## src/rtl/next_lexicographic_permutation_top_assert.svh

```systemverilog
// Assertion helpers for the permutation engine; clk and rst_n come from the using scope.
`ifndef NEXT_LEXICOGRAPHIC_PERMUTATION_TOP_ASSERT_SVH
`define NEXT_LEXICOGRAPHIC_PERMUTATION_TOP_ASSERT_SVH

// same-cycle implication
`define NLP_ASSERT_IMP(label, ante, cons) \
    label: assert property (@(posedge clk) disable iff (!rst_n) (ante) |-> (cons)) \
        else $error("nlp: implication check failed");

// next-cycle implication
`define NLP_ASSERT_NXT(label, ante, cons) \
    label: assert property (@(posedge clk) disable iff (!rst_n) (ante) |=> (cons)) \
        else $error("nlp: next-cycle check failed");

`endif

```

## src/rtl/nlp_pkg.sv

```systemverilog
`default_nettype none

package nlp_pkg;

    localparam int KEY_BITS = 50;

    localparam logic [1:0] CMD_LOAD    = 2'd0;
    localparam logic [1:0] CMD_ADVANCE = 2'd1;
    localparam logic [1:0] CMD_EMIT    = 2'd2;

    typedef struct packed {
        logic [1:0]          command;
        logic [3:0]          index;
        logic [KEY_BITS-1:0] key;
    } req_t;

    typedef struct packed {
        logic [3:0]          position;
        logic [KEY_BITS-1:0] out_key;
        logic                advanced;
        logic                last;
    } rsp_t;

endpackage

`default_nettype wire

```

## src/rtl/next_lexicographic_permutation_top.sv

```systemverilog
// Permutation engine over up to MAX_ELEMENTS stored keys.
// Request channel (cmd_valid/cmd_ready, cmd_req): load writes one key and gives
// no result; emit reads out the first element_count keys; advance steps the
// keys to their next lexicographic permutation, then reads them out with
// advanced set, or leaves them alone with advanced clear if already last.
// Result channel (rsp_valid/rsp_ready, rsp): one result per position, last
// marks the final one. Results leave from a registered output stage.
// One request at a time: cmd_ready is high only while idle.
// Load writes its key from the idle state. Emit reads each key into the output
// register and holds it there until taken. Advance reads the last key, scans
// down for the pivot, probes for its successor, swaps the two, reverses the
// tail pair by pair and then emits. All of it is paced by the key store,
// which reads or writes one key at a time, and one shared key comparator.
// A stalled receiver holds the engine in place; nothing is dropped.
// Reset clears the sequencer and sets element_count to 2; the key store
// holds nothing until loaded. cfg_we writes element_count directly.
`default_nettype none

module next_lexicographic_permutation_top #(
    parameter int MAX_ELEMENTS = 16
) (
    input  wire logic          clk,
    input  wire logic          rst_n,
    input  wire logic          cfg_we,
    input  wire logic [4:0]    cfg_wdata,
    input  wire logic          cmd_valid,
    output logic               cmd_ready,
    input  wire nlp_pkg::req_t cmd_req,
    output logic               rsp_valid,
    input  wire logic          rsp_ready,
    output nlp_pkg::rsp_t      rsp
);

    localparam int AW = $clog2(MAX_ELEMENTS);

    logic [4:0]                   element_count_reg;
    logic                         mem_wr_en;
    logic [AW-1:0]                mem_wr_addr;
    logic [nlp_pkg::KEY_BITS-1:0] mem_wr_data;
    logic                         mem_rd_en;
    logic [AW-1:0]                mem_rd_addr;
    logic [nlp_pkg::KEY_BITS-1:0] mem_rd_data;

    always_ff @(posedge clk or negedge rst_n)
    begin
        if (!rst_n)
        begin
            element_count_reg <= 5'd2;
        end
        else if (cfg_we)
        begin
            element_count_reg <= cfg_wdata;
        end
    end

    nlp_seq #(
        .MAX_ELEMENTS (MAX_ELEMENTS),
        .AW           (AW)
    ) u_seq (
        .clk           (clk),
        .rst_n         (rst_n),
        .element_count (element_count_reg),
        .cmd_valid     (cmd_valid),
        .cmd_ready     (cmd_ready),
        .cmd_req       (cmd_req),
        .rsp_valid     (rsp_valid),
        .rsp_ready     (rsp_ready),
        .rsp           (rsp),
        .mem_wr_en     (mem_wr_en),
        .mem_wr_addr   (mem_wr_addr),
        .mem_wr_data   (mem_wr_data),
        .mem_rd_en     (mem_rd_en),
        .mem_rd_addr   (mem_rd_addr),
        .mem_rd_data   (mem_rd_data)
    );

    nlp_mem #(
        .DEPTH (MAX_ELEMENTS),
        .AW    (AW)
    ) u_mem (
        .clk     (clk),
        .wr_en   (mem_wr_en),
        .wr_addr (mem_wr_addr),
        .wr_data (mem_wr_data),
        .rd_en   (mem_rd_en),
        .rd_addr (mem_rd_addr),
        .rd_data (mem_rd_data)
    );

endmodule

`default_nettype wire

```

## src/rtl/nlp_mem.sv

```systemverilog
`default_nettype none

module nlp_mem #(
    parameter int DEPTH = 16,
    parameter int AW    = 4
) (
    input  wire logic                        clk,
    input  wire logic                        wr_en,
    input  wire logic [AW-1:0]               wr_addr,
    input  wire logic [nlp_pkg::KEY_BITS-1:0] wr_data,
    input  wire logic                        rd_en,
    input  wire logic [AW-1:0]               rd_addr,
    output logic [nlp_pkg::KEY_BITS-1:0]     rd_data
);

    logic [nlp_pkg::KEY_BITS-1:0] mem [DEPTH];
    logic [nlp_pkg::KEY_BITS-1:0] rd_data_reg;

    always_ff @(posedge clk)
    begin
        if (wr_en)
        begin
            mem[wr_addr] <= wr_data;
        end
        if (rd_en)
        begin
            rd_data_reg <= mem[rd_addr];
        end
    end

    assign rd_data = rd_data_reg;

endmodule

`default_nettype wire

```

## src/rtl/nlp_seq.sv

```systemverilog
`default_nettype none
`include "next_lexicographic_permutation_top_assert.svh"

module nlp_seq #(
    parameter int MAX_ELEMENTS = 16,
    parameter int AW           = 4
) (
    input  wire logic                         clk,
    input  wire logic                         rst_n,
    input  wire logic [4:0]                   element_count,
    input  wire logic                         cmd_valid,
    output logic                              cmd_ready,
    input  wire nlp_pkg::req_t                cmd_req,
    output logic                              rsp_valid,
    input  wire logic                         rsp_ready,
    output nlp_pkg::rsp_t                     rsp,
    output logic                              mem_wr_en,
    output logic [AW-1:0]                     mem_wr_addr,
    output logic [nlp_pkg::KEY_BITS-1:0]      mem_wr_data,
    output logic                              mem_rd_en,
    output logic [AW-1:0]                     mem_rd_addr,
    input  wire logic [nlp_pkg::KEY_BITS-1:0] mem_rd_data
);

    typedef enum logic [3:0] {
        S_IDLE,
        S_INIT_RD,
        S_INIT_CAP,
        S_SCAN_RD,
        S_SCAN_CMP,
        S_SUCC_RD,
        S_SUCC_CMP,
        S_SWAP_B,
        S_REV_RDA,
        S_REV_RDB,
        S_REV_WA,
        S_REV_WB,
        S_EMIT_RD,
        S_EMIT_LD,
        S_EMIT_WAIT
    } state_t;

    state_t                       state_reg;
    logic [AW-1:0]                last_idx_reg;
    logic [AW-1:0]                p_reg;
    logic [AW-1:0]                piv_reg;
    logic [AW-1:0]                s_reg;
    logic [AW-1:0]                lo_reg;
    logic [AW-1:0]                hi_reg;
    logic [AW-1:0]                q_reg;
    logic [nlp_pkg::KEY_BITS-1:0] cur_key_reg;
    logic [nlp_pkg::KEY_BITS-1:0] piv_key_reg;
    logic [nlp_pkg::KEY_BITS-1:0] a_key_reg;
    logic                         adv_reg;
    logic                         rsp_valid_reg;
    nlp_pkg::rsp_t                rsp_reg;

    logic [AW-1:0]                last_idx_next;
    logic [nlp_pkg::KEY_BITS-1:0] cmp_a;
    logic [nlp_pkg::KEY_BITS-1:0] cmp_b;
    logic                         cmp_ge;
    logic                         index_ok;

    assign cmd_ready = (state_reg == S_IDLE);
    assign rsp_valid = rsp_valid_reg;
    assign rsp       = rsp_reg;
    assign index_ok  = int'(cmd_req.index) < MAX_ELEMENTS;

    // active count minus one: zero counts as one, large counts saturate
    always_comb
    begin
        if (element_count == 5'd0)
        begin
            last_idx_next = '0;
        end
        else if (int'(element_count) > MAX_ELEMENTS)
        begin
            last_idx_next = AW'(MAX_ELEMENTS - 1);
        end
        else
        begin
            last_idx_next = AW'(element_count - 5'd1);
        end
    end

    // shared comparator and memory port steering
    always_comb
    begin
        mem_wr_en   = 1'b0;
        mem_wr_addr = '0;
        mem_wr_data = mem_rd_data;
        mem_rd_en   = 1'b0;
        mem_rd_addr = '0;
        cmp_a       = mem_rd_data;
        cmp_b       = cur_key_reg;
        if (state_reg == S_SUCC_CMP)
        begin
            cmp_a = piv_key_reg;
            cmp_b = mem_rd_data;
        end
        cmp_ge = (cmp_a >= cmp_b);
        unique case (state_reg)
            S_IDLE:
            begin
                if (cmd_valid && cmd_req.command == nlp_pkg::CMD_LOAD && index_ok)
                begin
                    mem_wr_en   = 1'b1;
                    mem_wr_addr = AW'(cmd_req.index);
                    mem_wr_data = cmd_req.key;
                end
            end
            S_INIT_RD:
            begin
                mem_rd_en   = 1'b1;
                mem_rd_addr = last_idx_reg;
            end
            S_SCAN_RD:
            begin
                if (p_reg != '0)
                begin
                    mem_rd_en   = 1'b1;
                    mem_rd_addr = p_reg - 1'b1;
                end
            end
            S_SUCC_RD:
            begin
                mem_rd_en   = 1'b1;
                mem_rd_addr = s_reg;
            end
            S_SUCC_CMP:
            begin
                if (!cmp_ge)
                begin
                    mem_wr_en   = 1'b1;
                    mem_wr_addr = piv_reg;
                    mem_wr_data = mem_rd_data;
                end
            end
            S_SWAP_B:
            begin
                mem_wr_en   = 1'b1;
                mem_wr_addr = s_reg;
                mem_wr_data = piv_key_reg;
            end
            S_REV_RDA:
            begin
                if (lo_reg < hi_reg)
                begin
                    mem_rd_en   = 1'b1;
                    mem_rd_addr = lo_reg;
                end
            end
            S_REV_RDB:
            begin
                mem_rd_en   = 1'b1;
                mem_rd_addr = hi_reg;
            end
            S_REV_WA:
            begin
                mem_wr_en   = 1'b1;
                mem_wr_addr = lo_reg;
                mem_wr_data = mem_rd_data;
            end
            S_REV_WB:
            begin
                mem_wr_en   = 1'b1;
                mem_wr_addr = hi_reg;
                mem_wr_data = a_key_reg;
            end
            S_EMIT_RD:
            begin
                mem_rd_en   = 1'b1;
                mem_rd_addr = q_reg;
            end
            default:
            begin
            end
        endcase
    end

    always_ff @(posedge clk or negedge rst_n)
    begin
        if (!rst_n)
        begin
            state_reg     <= S_IDLE;
            rsp_valid_reg <= 1'b0;
        end
        else
        begin
            unique case (state_reg)
                S_IDLE:
                begin
                    if (cmd_valid)
                    begin
                        last_idx_reg <= last_idx_next;
                        adv_reg      <= 1'b0;
                        q_reg        <= '0;
                        unique case (cmd_req.command)
                            nlp_pkg::CMD_ADVANCE: state_reg <= S_INIT_RD;
                            nlp_pkg::CMD_EMIT:    state_reg <= S_EMIT_RD;
                            default:              state_reg <= S_IDLE;
                        endcase
                    end
                end
                S_INIT_RD:
                begin
                    p_reg     <= last_idx_reg;
                    state_reg <= S_INIT_CAP;
                end
                S_INIT_CAP:
                begin
                    cur_key_reg <= mem_rd_data;
                    state_reg   <= S_SCAN_RD;
                end
                S_SCAN_RD:
                begin
                    if (p_reg == '0)
                    begin
                        state_reg <= S_EMIT_RD;
                    end
                    else
                    begin
                        state_reg <= S_SCAN_CMP;
                    end
                end
                S_SCAN_CMP:
                begin
                    if (cmp_ge)
                    begin
                        cur_key_reg <= mem_rd_data;
                        p_reg       <= p_reg - 1'b1;
                        state_reg   <= S_SCAN_RD;
                    end
                    else
                    begin
                        piv_key_reg <= mem_rd_data;
                        piv_reg     <= p_reg - 1'b1;
                        s_reg       <= last_idx_reg;
                        state_reg   <= S_SUCC_RD;
                    end
                end
                S_SUCC_RD:
                begin
                    state_reg <= S_SUCC_CMP;
                end
                S_SUCC_CMP:
                begin
                    if (cmp_ge)
                    begin
                        s_reg     <= s_reg - 1'b1;
                        state_reg <= S_SUCC_RD;
                    end
                    else
                    begin
                        state_reg <= S_SWAP_B;
                    end
                end
                S_SWAP_B:
                begin
                    lo_reg    <= piv_reg + 1'b1;
                    hi_reg    <= last_idx_reg;
                    state_reg <= S_REV_RDA;
                end
                S_REV_RDA:
                begin
                    if (lo_reg < hi_reg)
                    begin
                        state_reg <= S_REV_RDB;
                    end
                    else
                    begin
                        adv_reg   <= 1'b1;
                        state_reg <= S_EMIT_RD;
                    end
                end
                S_REV_RDB:
                begin
                    a_key_reg <= mem_rd_data;
                    state_reg <= S_REV_WA;
                end
                S_REV_WA:
                begin
                    state_reg <= S_REV_WB;
                end
                S_REV_WB:
                begin
                    lo_reg    <= lo_reg + 1'b1;
                    hi_reg    <= hi_reg - 1'b1;
                    state_reg <= S_REV_RDA;
                end
                S_EMIT_RD:
                begin
                    state_reg <= S_EMIT_LD;
                end
                S_EMIT_LD:
                begin
                    rsp_reg.position <= 4'(q_reg);
                    rsp_reg.out_key  <= mem_rd_data;
                    rsp_reg.advanced <= adv_reg;
                    rsp_reg.last     <= (q_reg == last_idx_reg);
                    rsp_valid_reg    <= 1'b1;
                    state_reg        <= S_EMIT_WAIT;
                end
                S_EMIT_WAIT:
                begin
                    if (rsp_ready)
                    begin
                        rsp_valid_reg <= 1'b0;
                        if (q_reg == last_idx_reg)
                        begin
                            state_reg <= S_IDLE;
                        end
                        else
                        begin
                            q_reg     <= q_reg + 1'b1;
                            state_reg <= S_EMIT_RD;
                        end
                    end
                end
                default:
                begin
                    state_reg <= S_IDLE;
                end
            endcase
        end
    end

    `NLP_ASSERT_IMP(a_one_request, rsp_valid, !cmd_ready)
    `NLP_ASSERT_IMP(a_port_excl, mem_wr_en, !mem_rd_en)
    `NLP_ASSERT_IMP(a_rev_order, state_reg == S_REV_WB, lo_reg < hi_reg)
    `NLP_ASSERT_NXT(a_last_done, rsp_valid && rsp_ready && rsp.last, cmd_ready && !rsp_valid)

endmodule

`default_nettype wire
```

## config.mk

```make
export PLATFORM = sky130hd
export DESIGN_NAME = next_lexicographic_permutation_top
export DESIGN_NICKNAME = d
export VERILOG_FILES = /design/src/rtl/nlp_pkg.sv /design/src/rtl/next_lexicographic_permutation_top.sv /design/src/rtl/nlp_mem.sv /design/src/rtl/nlp_seq.sv
export VERILOG_INCLUDE_DIRS = /design/src /design/src/rtl
export SDC_FILE = /design/constraint.sdc
export NUM_CORES = 2
export LEC_CHECK = 0
export BUFFER_PORTS_ARGS = -buffer_cell sky130_fd_sc_hd__buf_2
export CAP_MARGIN = 15
export CORE_MARGIN = 1
export CORE_UTILIZATION = 55
export CTS_CLUSTER_DIAMETER = 100
export DETAILED_ROUTE_END_ITERATION = 10
export MAX_ROUTING_LAYER = met4
export PLACE_DENSITY = 0.72
export SLEW_MARGIN = 10
export SYNTH_ARGS = -nofsm -noshare
export SYNTH_HDL_FRONTEND = slang
export SYNTH_HIERARCHICAL = 1
export SYNTH_SLANG_ARGS = --single-unit
```

## constraint.sdc

```tcl
create_clock -name clk -period 9.14 [get_ports clk]
set_input_delay 0.914 -clock clk [delete_from_list [all_inputs] [get_ports clk]]
set_output_delay 0.914 -clock clk [all_outputs]
set_load 0.01 [all_outputs]
```

==> summary.txt <==
Run status
  – Status: finished, final reports clean

Drt
  – Count of vias placed by the detailed router: 22,723
  – Remaining routing DRC violations: 0
  – Vias/cell: 6.511
  – Total length of routed wires: 104,100 um
  – Wire per inst: 29.83 um
  – Post-DRT Antenna Nets: 0
  – Initial DRC count: 2,824
  – Number of detailed-route iterations in the first pass: 8

Yosys
  – Area share of the leading cell type in the synthesized netlist: 75.15%
  – Most instantiated flip-flop cell in the synthesis netlist: edfxtp_1
  – Nets in the synthesized netlist: 2,325
  – Post-synth EDFFs: 1,085
  – Synth Warn #: 6
  – Largest area contributor in the netlist: edfxtp_1
  – Distinct cell type count after synthesis: 60
  – Leading cell types by count after synthesis: edfxtp_1, mux4_2, nand2_1
  – Proportion of synthesized chip area in sequential cells: 75.73%
  – Post-synthesis sequential element count: 1,095
  – Netlist area before placement: 0.04335 mm^2
  – Mapped Avg Cell Area: 19.71 um^2
  – Post-Syn Instances: 2,199
  – Most used standard cell by instance count after synthesis: edfxtp_1
  – Share of flip-flops with an asynchronous set or reset: 0.9132%
  – Largest cells by area after synthesis: edfxtp_1, mux4_2, a22oi_1, ha_1, nand2_1

Cells and area
  – Share of post-route cells with drive strength above 1: 24.75%
  – Post-route cell area: 0.04876 mm^2
  – Multi-input gate area: 0.01018 mm^2
  – Reg area: 0.03283 mm^2
  – Post-layout nets: 2,493
  – Area grow syn2layout: 12.47%
  – Final standard cell utilization of the core: 62.74%
  – Flip-flop count of the largest register after layout: 800
  – Number of fillers in the final layout: 5,180

CTS
  – CTS Sinks: 1,095
  – TritonCTS Buffers: 104
  – Number of gates resized after CTS: 0
  – CTS tree: yes
  – CTS clock-pin slew for the worst setup and hold paths: 0.06 ns
  – Maximum clock insertion buffer count: 3
  – CTS H-tree lvls: 3
  – Clock root buffer: clkbuf_16
  – Clock latency at the later pin of the worst-skew pair: 0.68 ns
  – Hold buffers post-CTS: 0
  – Setup bufs post-CTS: 0

Setup path
  – Worst Path Required: 9.46 ns
  – Cells along the critical path: nor2b_1, nand2_4, buf_4, mux2_2, ha_1, nand4_1, or4_1, or3_1, a211o_1, nand4bb_1, o211ai_1, nand2b_1, nor2_4, buf_4
  – Maximum fanout along the worst path: 57
  – Sum of buffers and inverters on the critical path: 2
  – Data arrival time at the worst-slack endpoint: 7.91 ns
  – Nature of the critical path startpoint: flip-flop
  – CP dominant cell by count: buf_4
  – Cells on worst reg2reg path: 14
  – Endpoint type of the worst setup path: flip-flop
  – Maximum cell stage delay along the critical path: 0.90 ns
  – Critical path's slowest cell: nor2_4
  – Slack of the worst reg-to-reg path: 1.56 ns
  – Critical register-to-register path startpoint: u_seq/state_reg[1]
  – Kind of critical path: flip-flop to flip-flop
  – End of the worst register-to-register path: u_mem/mem[1][24]
  – Cell type group with the largest total delay on the critical path: simple AND/OR/NAND/NOR gates

Floorplan
  – Number of placed I/O pins: 124
  – Die X: 282.8 um
  – Number of rows in the core area: 102
  – Core footprint: 0.07772 mm^2
  – Vertical extent of the die: 282.8 um
  – Die footprint: 0.07995 mm^2
  – Starting density of the core: 55.78%

STA
  – Remaining max-slew budget at the tightest pin: 22.53%
  – Count of final setup violators: 0
  – Final slew viol count: 0
  – Highest achievable clock rate: 0.1319 GHz
  – Worst Skew: 0.03665 ns
  – Hold Fails Final Rpt: 0
  – Slew at the pin with the worst max-slew slack: 1.159 ns
  – RSZ-0062 raised after global routing: no
  – Post-layout minimum cycle time: 7.582 ns
  – Total negative slack for setup checks: 0 ns
  – Final clock period utilization by the worst path: 82.96%

Placed design
  – Placer Congestion: 0.9323
  – Number of input and output port buffers inserted: 123
  – HPWL after detailed placement: 62,270 um
  – Post-place instance area: 0.04543 mm^2

Run
  – Max-capacitance violation count: 0

GRT
  – Pin count of the biggest net entering global routing: 137
  – First-pass GRT wire length: 151,000 um
  – Initial antenna violation count: 2
  – Global-route usage over all layers: 27.33%
  – Vias in the first global route: 22,555
  – Sum of overflow across all layers after global routing: 0

Power
  – Pwr dens: 355.5 mW/mm^2
  – Largest vdd supply drop: 0.2340 mV
  – Leakage power summed over all cells: 16.14 nW

Worst hold path
  – Worst min path class: input port to asynchronous set/reset pin
power breakdown:
group          total (mW)  switching [mW]  internal (mW)
combinational        5.46            3.54           1.91
sequential           7.65           0.439           7.21
clock                4.23            1.82           2.41
total                17.3            5.80           11.5
per-layer routing:
metal | share of wire, % | vias up | track usage, %
met5 | 0 | - | -
met4 | 2.1 | 0 | 7.179
met3 | 11 | 144 | 7.245
met2 | 45 | 1296 | 38.96
met1 | 41 | 11824 | 39.40
li1 | - | 9459 | -
worst max-delay path by stage:
stage                                  end  cells after the start               start  slack, ns
after detailed placement  u_mem/mem[1][45]                     14  u_seq/state_reg[1]       1.63
after global routing      u_mem/mem[1][36]                     14  u_seq/state_reg[1]       1.17
after global placement    u_mem/mem[13][0]                     14  u_seq/state_reg[1]       1.87
final                     u_mem/mem[1][24]                     14  u_seq/state_reg[1]       1.56
after CTS                 u_mem/mem[1][36]                     14  u_seq/state_reg[1]       1.63
after floorplan            u_mem/mem[0][0]                     16  u_seq/state_reg[2]       0.98
stage by stage:
stage | setup WS [ns] | hold WS, ns | std cells | total power [mW]
6_report | 1.558 | 0.1718 | 3490 | 17.34
5_1_grt | 1.166 | 0.1767 | 3489 | 18.03
4_1_cts | 1.627 | 0.1443 | 3488 | 17.36
3_5_place_dp | 1.625 | 0.4257 | 3301 | 13.14
3_3_place_gp | 1.869 | 0.4179 | 3300 | 12.98
2_1_floorplan | 0.9815 | 0.4003 | 2199 | 11.12
cells in the final DEF, fill, tap and decap left out, types with 9 or more instances in the layout:
master	count
nor2_1	35
bufinv_16	11
ha_1	60
dfrtp_1	9
a21oi_1	41
nand2_1	187
xnor2_1	9
buf_2	123
mux4_2	200
edfxtp_1	1085
inv_1	23
clkbuf_16	104
mux2_2	57
clkinv_2	14
nand2b_1	13
clkbuf_1	25
o21ai_0	22
mux2i_1	57
buf_4	47
a222oi_1	54
nand3_1	9
nor2_4	18
clkinv_1	24
nor3_1	11
nand4_1	9
a22oi_1	104
area by class of cell:
type,count,share of cell area [%]
multi-input cells,970,20.88
clock buffers,129,5.530
flip-flops and latches,1095,67.34
repair buffers,173,2.109
diodes,2,0.01026
well taps,1040,2.669
clock inverters,58,1.291
inverters,23,0.1771
logic make-up (layout without fill, tap and decap cells):
logic type / Yosys count / in the layout / share of synthesized area, %
adders and majority gates: 60 / 60 / 1.732
other: 0 / 2 / 0
DFF: 1095 / 1095 / 75.73
buffers and inverters: 134 / 383 / 1.304
AOI/OAI and AO/OA: 263 / 263 / 4.537
and+or+nand+nor: 319 / 319 / 3.224
xor gates and xnor gates: 14 / 14 / 0.2828
muxes: 314 / 314 / 13.19
No activity file was read; power rests on OpenSTA's default activity.
